==> src/hw/rtl/fbc_pkg.sv <==
package fbc_pkg;

  localparam int unsigned W  = 32;
  localparam int unsigned PW = 64;
  localparam int unsigned SW = 68;

  localparam logic [30:0] SD_RESET = 31'd65536000;

  // proj entries whose depth terms a build rebuilds
  localparam logic [3:0] P_IDX_Z = 4'd10;
  localparam logic [3:0] P_IDX_W = 4'd14;

  localparam logic [1:0] COL_X = 2'd0;
  localparam logic [1:0] COL_Y = 2'd1;
  localparam logic [1:0] COL_Z = 2'd2;
  localparam logic [1:0] COL_W = 2'd3;

  localparam logic [2:0] PLANE_NEAR   = 3'd0;
  localparam logic [2:0] PLANE_FAR    = 3'd1;
  localparam logic [2:0] PLANE_LEFT   = 3'd2;
  localparam logic [2:0] PLANE_RIGHT  = 3'd3;
  localparam logic [2:0] PLANE_TOP    = 3'd4;
  localparam logic [2:0] PLANE_BOTTOM = 3'd5;

  typedef enum logic [1:0] {
    KIND_VIEW  = 2'd0,
    KIND_PROJ  = 2'd1,
    KIND_BUILD = 2'd2,
    KIND_TEST  = 2'd3
  } kind_e;

  typedef enum logic [3:0] {
    OP_NONE,
    OP_WRITE,
    OP_CAPT,
    OP_DIVZ,
    OP_DIVR,
    OP_P14,
    OP_SQRT,
    OP_DIVP,
    OP_RESULT
  } op_e;

  typedef enum logic [2:0] {
    ISS_NONE,
    ISS_MM,
    ISS_PC,
    ISS_SQ,
    ISS_RZ,
    ISS_TEST
  } iss_e;

  typedef struct packed {
    logic       accept;
    op_e        op;
    iss_e       iss;
    logic [3:0] vaddr;
    logic [3:0] paddr;
    logic [3:0] maddr;
    logic       povr;
    logic [3:0] mm_idx;
    logic       first;
    logic       last;
    logic       second;
    logic [2:0] plane;
    logic [1:0] k;
  } cmd_t;

  typedef struct packed {
    logic div_done;
    logic sqrt_done;
  } sts_t;

  function automatic logic [1:0] sel_col(input logic [2:0] plane);
    logic [1:0] c;
    case (plane)
      PLANE_NEAR, PLANE_FAR:   c = COL_Z;
      PLANE_LEFT, PLANE_RIGHT: c = COL_X;
      default:                 c = COL_Y;
    endcase
    return c;
  endfunction

  function automatic logic sel_neg(input logic [2:0] plane);
    logic n;
    case (plane)
      PLANE_FAR, PLANE_RIGHT, PLANE_TOP: n = 1'b1;
      default:                           n = 1'b0;
    endcase
    return n;
  endfunction

  // {hit, value}: clamp to signed 32 bits
  function automatic logic [W:0] sat32(input logic signed [SW-1:0] x);
    logic signed [SW-1:0] hi;
    logic signed [SW-1:0] lo;
    logic [W:0]           r;
    hi = {{(SW-W){1'b0}}, 32'h7fff_ffff};
    lo = {{(SW-W){1'b1}}, 32'h8000_0000};
    if (x > hi) begin
      r = {1'b1, 32'h7fff_ffff};
    end else if (x < lo) begin
      r = {1'b1, 32'h8000_0000};
    end else begin
      r = {1'b0, x[W-1:0]};
    end
    return r;
  endfunction

endpackage

==> src/hw/rtl/fbc_ctrl.sv <==
module fbc_ctrl
  import fbc_pkg::*;
(
  input  logic       clk_i,
  input  logic       rst_ni,
  input  logic       in_valid_i,
  input  logic [1:0] in_kind_i,
  output logic       in_stall_o,
  output logic       out_valid_o,
  input  logic       out_stall_i,
  input  sts_t       sts_i,
  output cmd_t       cmd_o
);

  typedef enum logic [4:0] {
    S_IDLE, S_WR, S_B14, S_B10, S_BZ, S_BZW, S_BR, S_BRW, S_RZ, S_P14,
    S_MM, S_MMD, S_PC, S_PCD, S_SQ, S_SQD, S_SQS, S_SQW, S_DV, S_DVW,
    S_TI, S_TD, S_FIN
  } state_e;

  state_e     state_q, state_d;
  logic [5:0] cnt_q, cnt_d;
  logic [2:0] pl_q, pl_d;
  logic [1:0] kk_q, kk_d;
  logic       out_valid_q, out_valid_d;
  logic       acc;

  always_comb begin
    acc         = in_valid_i && state_q == S_IDLE;
    state_d     = state_q;
    cnt_d       = cnt_q;
    pl_d        = pl_q;
    kk_d        = kk_q;
    out_valid_d = out_valid_q && out_stall_i;
    cmd_o       = '0;
    cmd_o.op    = OP_NONE;
    cmd_o.iss   = ISS_NONE;
    cmd_o.accept = acc;

    unique case (state_q)
      S_IDLE: begin
        cnt_d = '0;
        if (acc) begin
          case (kind_e'(in_kind_i))
            KIND_BUILD: state_d = S_B14;
            KIND_TEST:  state_d = S_TI;
            default:    state_d = S_WR;
          endcase
        end
      end
      S_WR: begin
        cmd_o.op = OP_WRITE;
        state_d  = S_FIN;
      end
      S_B14: begin
        cmd_o.paddr = P_IDX_W;
        state_d     = S_B10;
      end
      S_B10: begin
        cmd_o.paddr = P_IDX_Z;
        cmd_o.op    = OP_CAPT;
        state_d     = S_BZ;
      end
      S_BZ: begin
        cmd_o.op = OP_DIVZ;
        state_d  = S_BZW;
      end
      S_BZW: begin
        if (sts_i.div_done) state_d = S_BR;
      end
      S_BR: begin
        cmd_o.op = OP_DIVR;
        state_d  = S_BRW;
      end
      S_BRW: begin
        if (sts_i.div_done) state_d = S_RZ;
      end
      S_RZ: begin
        cmd_o.iss = ISS_RZ;
        state_d   = S_P14;
      end
      S_P14: begin
        cmd_o.op = OP_P14;
        cnt_d    = '0;
        state_d  = S_MM;
      end
      S_MM: begin
        // i = cnt[5:4], j = cnt[3:2], k = cnt[1:0]
        cmd_o.iss    = ISS_MM;
        cmd_o.vaddr  = {cnt_q[5:4], cnt_q[1:0]};
        cmd_o.paddr  = {cnt_q[1:0], cnt_q[3:2]};
        cmd_o.povr   = 1'b1;
        cmd_o.mm_idx = cnt_q[5:2];
        cmd_o.first  = cnt_q[1:0] == 2'd0;
        cmd_o.last   = cnt_q[1:0] == 2'd3;
        cnt_d        = cnt_q + 6'd1;
        if (cnt_q == 6'd63) begin
          cnt_d   = '0;
          state_d = S_MMD;
        end
      end
      S_MMD: begin
        cnt_d = cnt_q + 6'd1;
        if (cnt_q == 6'd2) begin
          cnt_d   = '0;
          pl_d    = PLANE_NEAR;
          state_d = S_PC;
        end
      end
      S_PC: begin
        cmd_o.iss    = ISS_PC;
        cmd_o.plane  = pl_q;
        cmd_o.second = cnt_q[0];
        cmd_o.k      = cnt_q[2:1];
        cmd_o.maddr  = cnt_q[0] ? {cnt_q[2:1], sel_col(pl_q)} : {cnt_q[2:1], COL_W};
        cnt_d        = cnt_q + 6'd1;
        if (cnt_q == 6'd7) begin
          cnt_d   = '0;
          state_d = S_PCD;
        end
      end
      S_PCD: begin
        state_d = S_SQ;
      end
      S_SQ: begin
        cmd_o.iss   = ISS_SQ;
        cmd_o.k     = cnt_q[1:0];
        cmd_o.first = cnt_q == 6'd0;
        cnt_d       = cnt_q + 6'd1;
        if (cnt_q == 6'd2) begin
          cnt_d   = '0;
          state_d = S_SQD;
        end
      end
      S_SQD: begin
        state_d = S_SQS;
      end
      S_SQS: begin
        cmd_o.op = OP_SQRT;
        state_d  = S_SQW;
      end
      S_SQW: begin
        kk_d = '0;
        if (sts_i.sqrt_done) state_d = S_DV;
      end
      S_DV: begin
        cmd_o.op    = OP_DIVP;
        cmd_o.plane = pl_q;
        cmd_o.k     = kk_q;
        state_d     = S_DVW;
      end
      S_DVW: begin
        if (sts_i.div_done) begin
          if (kk_q == 2'd3) begin
            if (pl_q == PLANE_BOTTOM) begin
              state_d = S_FIN;
            end else begin
              pl_d    = pl_q + 3'd1;
              cnt_d   = '0;
              state_d = S_PC;
            end
          end else begin
            kk_d    = kk_q + 2'd1;
            state_d = S_DV;
          end
        end
      end
      S_TI: begin
        cmd_o.iss   = ISS_TEST;
        cmd_o.plane = cnt_q[2:0];
        cnt_d       = cnt_q + 6'd1;
        if (cnt_q == 6'd5) begin
          cnt_d   = '0;
          state_d = S_TD;
        end
      end
      S_TD: begin
        cnt_d = cnt_q + 6'd1;
        if (cnt_q == 6'd2) begin
          cnt_d   = '0;
          state_d = S_FIN;
        end
      end
      S_FIN: begin
        // hold the result until the output register is free
        if (!out_valid_q || !out_stall_i) begin
          cmd_o.op    = OP_RESULT;
          out_valid_d = 1'b1;
          state_d     = S_IDLE;
        end
      end
      default: begin
        state_d = S_IDLE;
      end
    endcase
  end

  always_ff @(posedge clk_i or negedge rst_ni) begin
    if (!rst_ni) begin
      state_q     <= S_IDLE;
      cnt_q       <= '0;
      pl_q        <= '0;
      kk_q        <= '0;
      out_valid_q <= 1'b0;
    end else begin
      state_q     <= state_d;
      cnt_q       <= cnt_d;
      pl_q        <= pl_d;
      kk_q        <= kk_d;
      out_valid_q <= out_valid_d;
    end
  end

  assign in_stall_o  = state_q != S_IDLE;
  assign out_valid_o = out_valid_q;

endmodule

==> config.mk <==
export PLATFORM = sky130hd
export DESIGN_NAME = fbc_ctrl
export DESIGN_NICKNAME = d
export VERILOG_FILES = /design/src/hw/rtl/fbc_pkg.sv /design/src/hw/rtl/fbc_ctrl.sv
export SDC_FILE = /design/constraint.sdc
export NUM_CORES = 1
export LEC_CHECK = 0
export BUFFER_PORTS_ARGS = -buffer_cell sky130_fd_sc_hd__buf_4
export CAP_MARGIN = 20
export CORE_ASPECT_RATIO = 0.6
export CORE_MARGIN = 2
export CORE_UTILIZATION = 54
export CTS_CLUSTER_DIAMETER = 30
export DETAILED_ROUTE_END_ITERATION = 6
export PLACE_DENSITY = 0.78
export SETUP_SLACK_MARGIN = 0.5
export SLEW_MARGIN = 0
export SYNTH_ARGS = -nofsm -noshare
export SYNTH_HDL_FRONTEND = slang
export SYNTH_SLANG_ARGS = --single-unit
==> constraint.sdc <==
create_clock -name clk_i -period 2.8 [get_ports clk_i]
set_input_delay 0.7 -clock clk_i [delete_from_list [all_inputs] [get_ports clk_i]]
set_output_delay 0.7 -clock clk_i [all_outputs]
set_load 0.02 [all_outputs]
# After elaboration in Yosys (flattened, before gate mapping)
# Cells that the tools add are included.
[totals]
reg_bits = 17
wordCells = 127
[classes]
add_sub_neg = 3
n_eq_ne = 49
muxes = 48
reduce_logical = 22
[ops]
columns = ["operator", "count"]
rows = [
  ["5-bit case mux with 23 select lines", 1],
  ["5-bit two-way mux", 15],
  ["6-bit two-way mux", 7],
  ["5-bit by 4-bit == test with 1-bit output, second input constant", 8],
  ["6-bit case mux with 6 select lines", 1],
  ["5-bit == test, second input constant", 7],
  ["4-bit case mux with 8 select lines", 1],
  ["2-bit inequality test, second input constant", 15],
  ["5-bit by 3-bit == test with 1-bit output, second input constant", 4],
  ["3-bit case mux with 5 select lines", 1],
  ["6-bit by 3-bit == test with 1-bit output, second input constant", 2],
  ["3-bit two-way mux", 4],
  ["4-bit two-way mux", 3],
  ["3-bit case mux with 2 select lines", 2],
  ["4-bit case mux with 3 select lines", 1],
  ["12-bit AND reduction", 1],
  ["5-bit by 2-bit == test with 1-bit output, second input constant", 2],
  ["5-bit case mux with 2 select lines", 1],
  ["2-bit == test, second input constant", 4],
  ["2-bit case mux with 2 select lines", 2],
  ["2-bit OR reduction", 4],
  ["6-bit by 1-bit adder with 6-bit output, second input constant", 1],
  ["3-bit by 2-bit == test with 1-bit output, second input constant", 2],
  ["6-bit by 2-bit == test with 1-bit output, second input constant", 1],
  ["other kinds (24)", 32],
]

# Logic depth before layout (Yosys ltp)
[depth]
word_depth = 5
depth_mapped = 7
depth_no_buf = 7

# Least setup slack after synthesis
# No wires, ideal clock.
[synth_timing]
kind = "flip-flop to output port"
startpoint = "register state_q[2]"
endpoint = "output cmd_o[19] (netlist name)"
arrival_ns = 2.077
required_ns = 2.100
slack_ns = 0.023
stages_incl_launch_ff = 5
path_buffers = 3
path_cell_list = "dfrtp_1 -> clkbuf_1 -> clkbuf_1 -> clkbuf_1 -> a2111oi_0"
[synth_lines]
columns = ["item", "line", "rtl"]
rows = [
  ["start, declared", "fbc_ctrl.sv:21", "state_e state_q, state_d;"],
  ["start signal, assigned", "fbc_ctrl.sv:206", "state_q <= state_d;"],
  ["end, declared", "fbc_ctrl.sv:12", "output cmd_t cmd_o"],
]

==> results.ini <==
[setup_path]
cp-start-kind=register
startpoint=state_q[2]$_DFFE_PN0P_
crit_required_ns=2.10
path_depth=4
crit_path_top_delay_cell=dfrtp_2
crit_top_cell=buf_4
reg2reg_depth=6
endpoint_kind=output port
cpPeakStageDelay_ns=0.49
path_delay_family=simple AND/OR/NAND/NOR gates
cp_num_buf_inv=2
cp_cell_sequence=or3b_4 -> buf_4 -> nor3_1 -> buf_4
arrival_ns=1.82
crit_type=register to output port
crit_fanout=7
rr_startpoint=cnt_q[3]$_DFFE_PN0P_

[sta]
setup_viol=0
slew_headroom_pct=63.7
maxSlewViolCount=0
rsz0062_at_grt=true
fmax_mhz=397
tightest_slew_ns=0.541
finalHoldViolations=0
period_needed_ns=2.52
period_share_pct=90.0
tns_ns=0
finalClockSkew_ns=0.00825

[synthesis]
ys.flop_type=dfrtp_1
avgSynthCellArea_sq_um=7.86
ys_warn_count=0
synth_top_area_share_pct=23.9
synth.area.top_cells=dfrtp_1, ha_1, nand2b_1, a21oi_1, nor2_1
synthCells=226
netlist_area_sq_um=1780
synth.net_count=241
synth-seq-area-share_pct=23.9
ys_seq_elements=17
synth_edf_count=0
ys_async_sr_fraction_pct=100
synth_cell_types=55
synth_area_leader_cell=dfrtp_1

[die]
die_h_um=48.4
die_area_sq_um=3780
io_pins=43
start_util_pct=55.5
die_width_um=78.1
core_sq_um=3200
fp-row-count=16

[drt]
vias=2240
wl_per_cell_um=21.5
routed_via_density=6.73
drt_iter0_drc=416
wirelength_mm=7.15
drtPass1Iterations=5
ant_nets=0
drc=0

[clock_network]
cts_buffers=3
cts_root_buf=clkbuf_8
cts.sink_count=17
cts_max_path_buffers=2
clkLatencyLatePin_ns=0.27
htreeDepth=1
clk_pin_slew_ns=0.08
cts_tree=built

[global_routing]
grt_pass1_vias=1922
grt_use_met3_pct=8.58
grt.met1_usage_pct=43.0
met2_usage_pct=47.3
top_usage_layer=met2
grt_pass1_wl_mm=9.32
grt_start_max_net_pins=26
grt_remaining_overflow=0
antenna_found_initial=0
grt_usage_pct=31.3

[hold_path]
hold_path.class=input pin to async pin

[layout]
syn2layout_area_growth_pct=53.1
utilization_pct=84.9
final_common_cell=buf_4
antenna_cells=0
fillers=170
layout_common_cells=buf_4, buf_6
final_layout_size_suffix_gt1_share_pct=48.3
fin_area_sq_um=2720
final_nets=304

[status]
status=complete, no violations

[placed_design]
portBuffers=42
dp_hpwl_mm=3.78
place_congestion=0.881
placedInstanceArea_sq_um=2150

[power]
power.density_nw_per_um2=1130
power.static_leakage_nw=1.17
ir_worst_vdd_uv=602
power_mw=3.08

[flow_run]
cap_violations=0

## worst paths after layout
check                                          to  slack (ns)
hold reg to reg               pl_q[1]$_DFFE_PN0P_        0.57
max in group asynchronous  state_q[3]$_DFFE_PN0P_        2.27
min in group clk_i            pl_q[1]$_DFFE_PN0P_        0.57
setup / recovery                        cmd_o[21]        0.28
hold / removal               cnt_q[5]$_DFFE_PN0P_        0.29
setup reg to reg           state_q[3]$_DFFE_PN0P_        0.31
## cells by family after synthesis
group	Yosys count	synth area share [%]
simple gates	100	31.3
compound gates	63	26.7
flops	17	23.9
fa+ha+maj	7	4.93
buf+inv	29	7.39
mux	6	3.80
xor+xnor	4	1.97
## metal layers
layer,wire length (um),vias up
met5,0,-
met4,366,0
met3,963,56
met2,3110,211
met1,2710,1040
li1,-,933
## cell usage after synthesis (all sizes together), types with 2 or more instances
| cell | n |
|---|---|
| a2111oi | 2 |
| a211o | 2 |
| a211oi | 4 |
| a21boi | 2 |
| a21o | 3 |
| a21oi | 15 |
| a22o | 4 |
| a22oi | 2 |
| a311oi | 2 |
| a32oi | 3 |
| and2 | 9 |
| and3 | 3 |
| buf | 6 |
| clkbuf | 15 |
| dfrtp | 17 |
| ha | 7 |
| inv | 8 |
| mux2 | 6 |
| nand2 | 15 |
| nand2b | 14 |
| nand3 | 7 |
| nand3b | 4 |
| nor2 | 19 |
| nor2b | 8 |
| nor3 | 9 |
| nor3b | 2 |
| o21ai | 12 |
| o221ai | 2 |
| or3b | 2 |
| xor2 | 3 |
## registers in the layout, indices dropped and copies added (netlist names)
signal / cells
cnt_q: 6
state_q: 5
pl_q: 3
kk_q: 2
out_valid_o: 1
## timing repair
| action | in CTS | in global routing |
|---|---|---|
| pin swaps | 10 | 12 |
| buffers inserted | 16 | 11 |
| hold buffers | 0 | 0 |
| gates resized for setup | 40 | 42 |
| endpoints found under the setup margin | 38 | 41 |
| cloned | 0 | 0 |
## per-stage QoR
step	instances	setup WS, ns	hold slack, ns
after floorplan	226	0.440	0.404
after global placement	302	0.337	0.535
after detailed placement	302	0.291	0.543
after CTS	322	0.413	0.303
after global routing	333	0.237	0.313
final	333	0.279	0.294
## area by class of cell
cell class	instances	area [sq um]	share of cell area, %
Timing Repair Buffer	79	716	26.3
Inverter	8	30.0	1.10
Sequential cell	17	430	15.8
Tap cell	45	56.3	2.07
Clock buffer	4	45.0	1.66
Multi-Input combinational cell	180	1440	53.0
## report_power, final
part	switching [mW]	internal [mW]
clock network	0.107	0.102
registers	0.160	0.342
logic	1.29	1.08
Note: power is estimated with default switching activity, not from simulation.
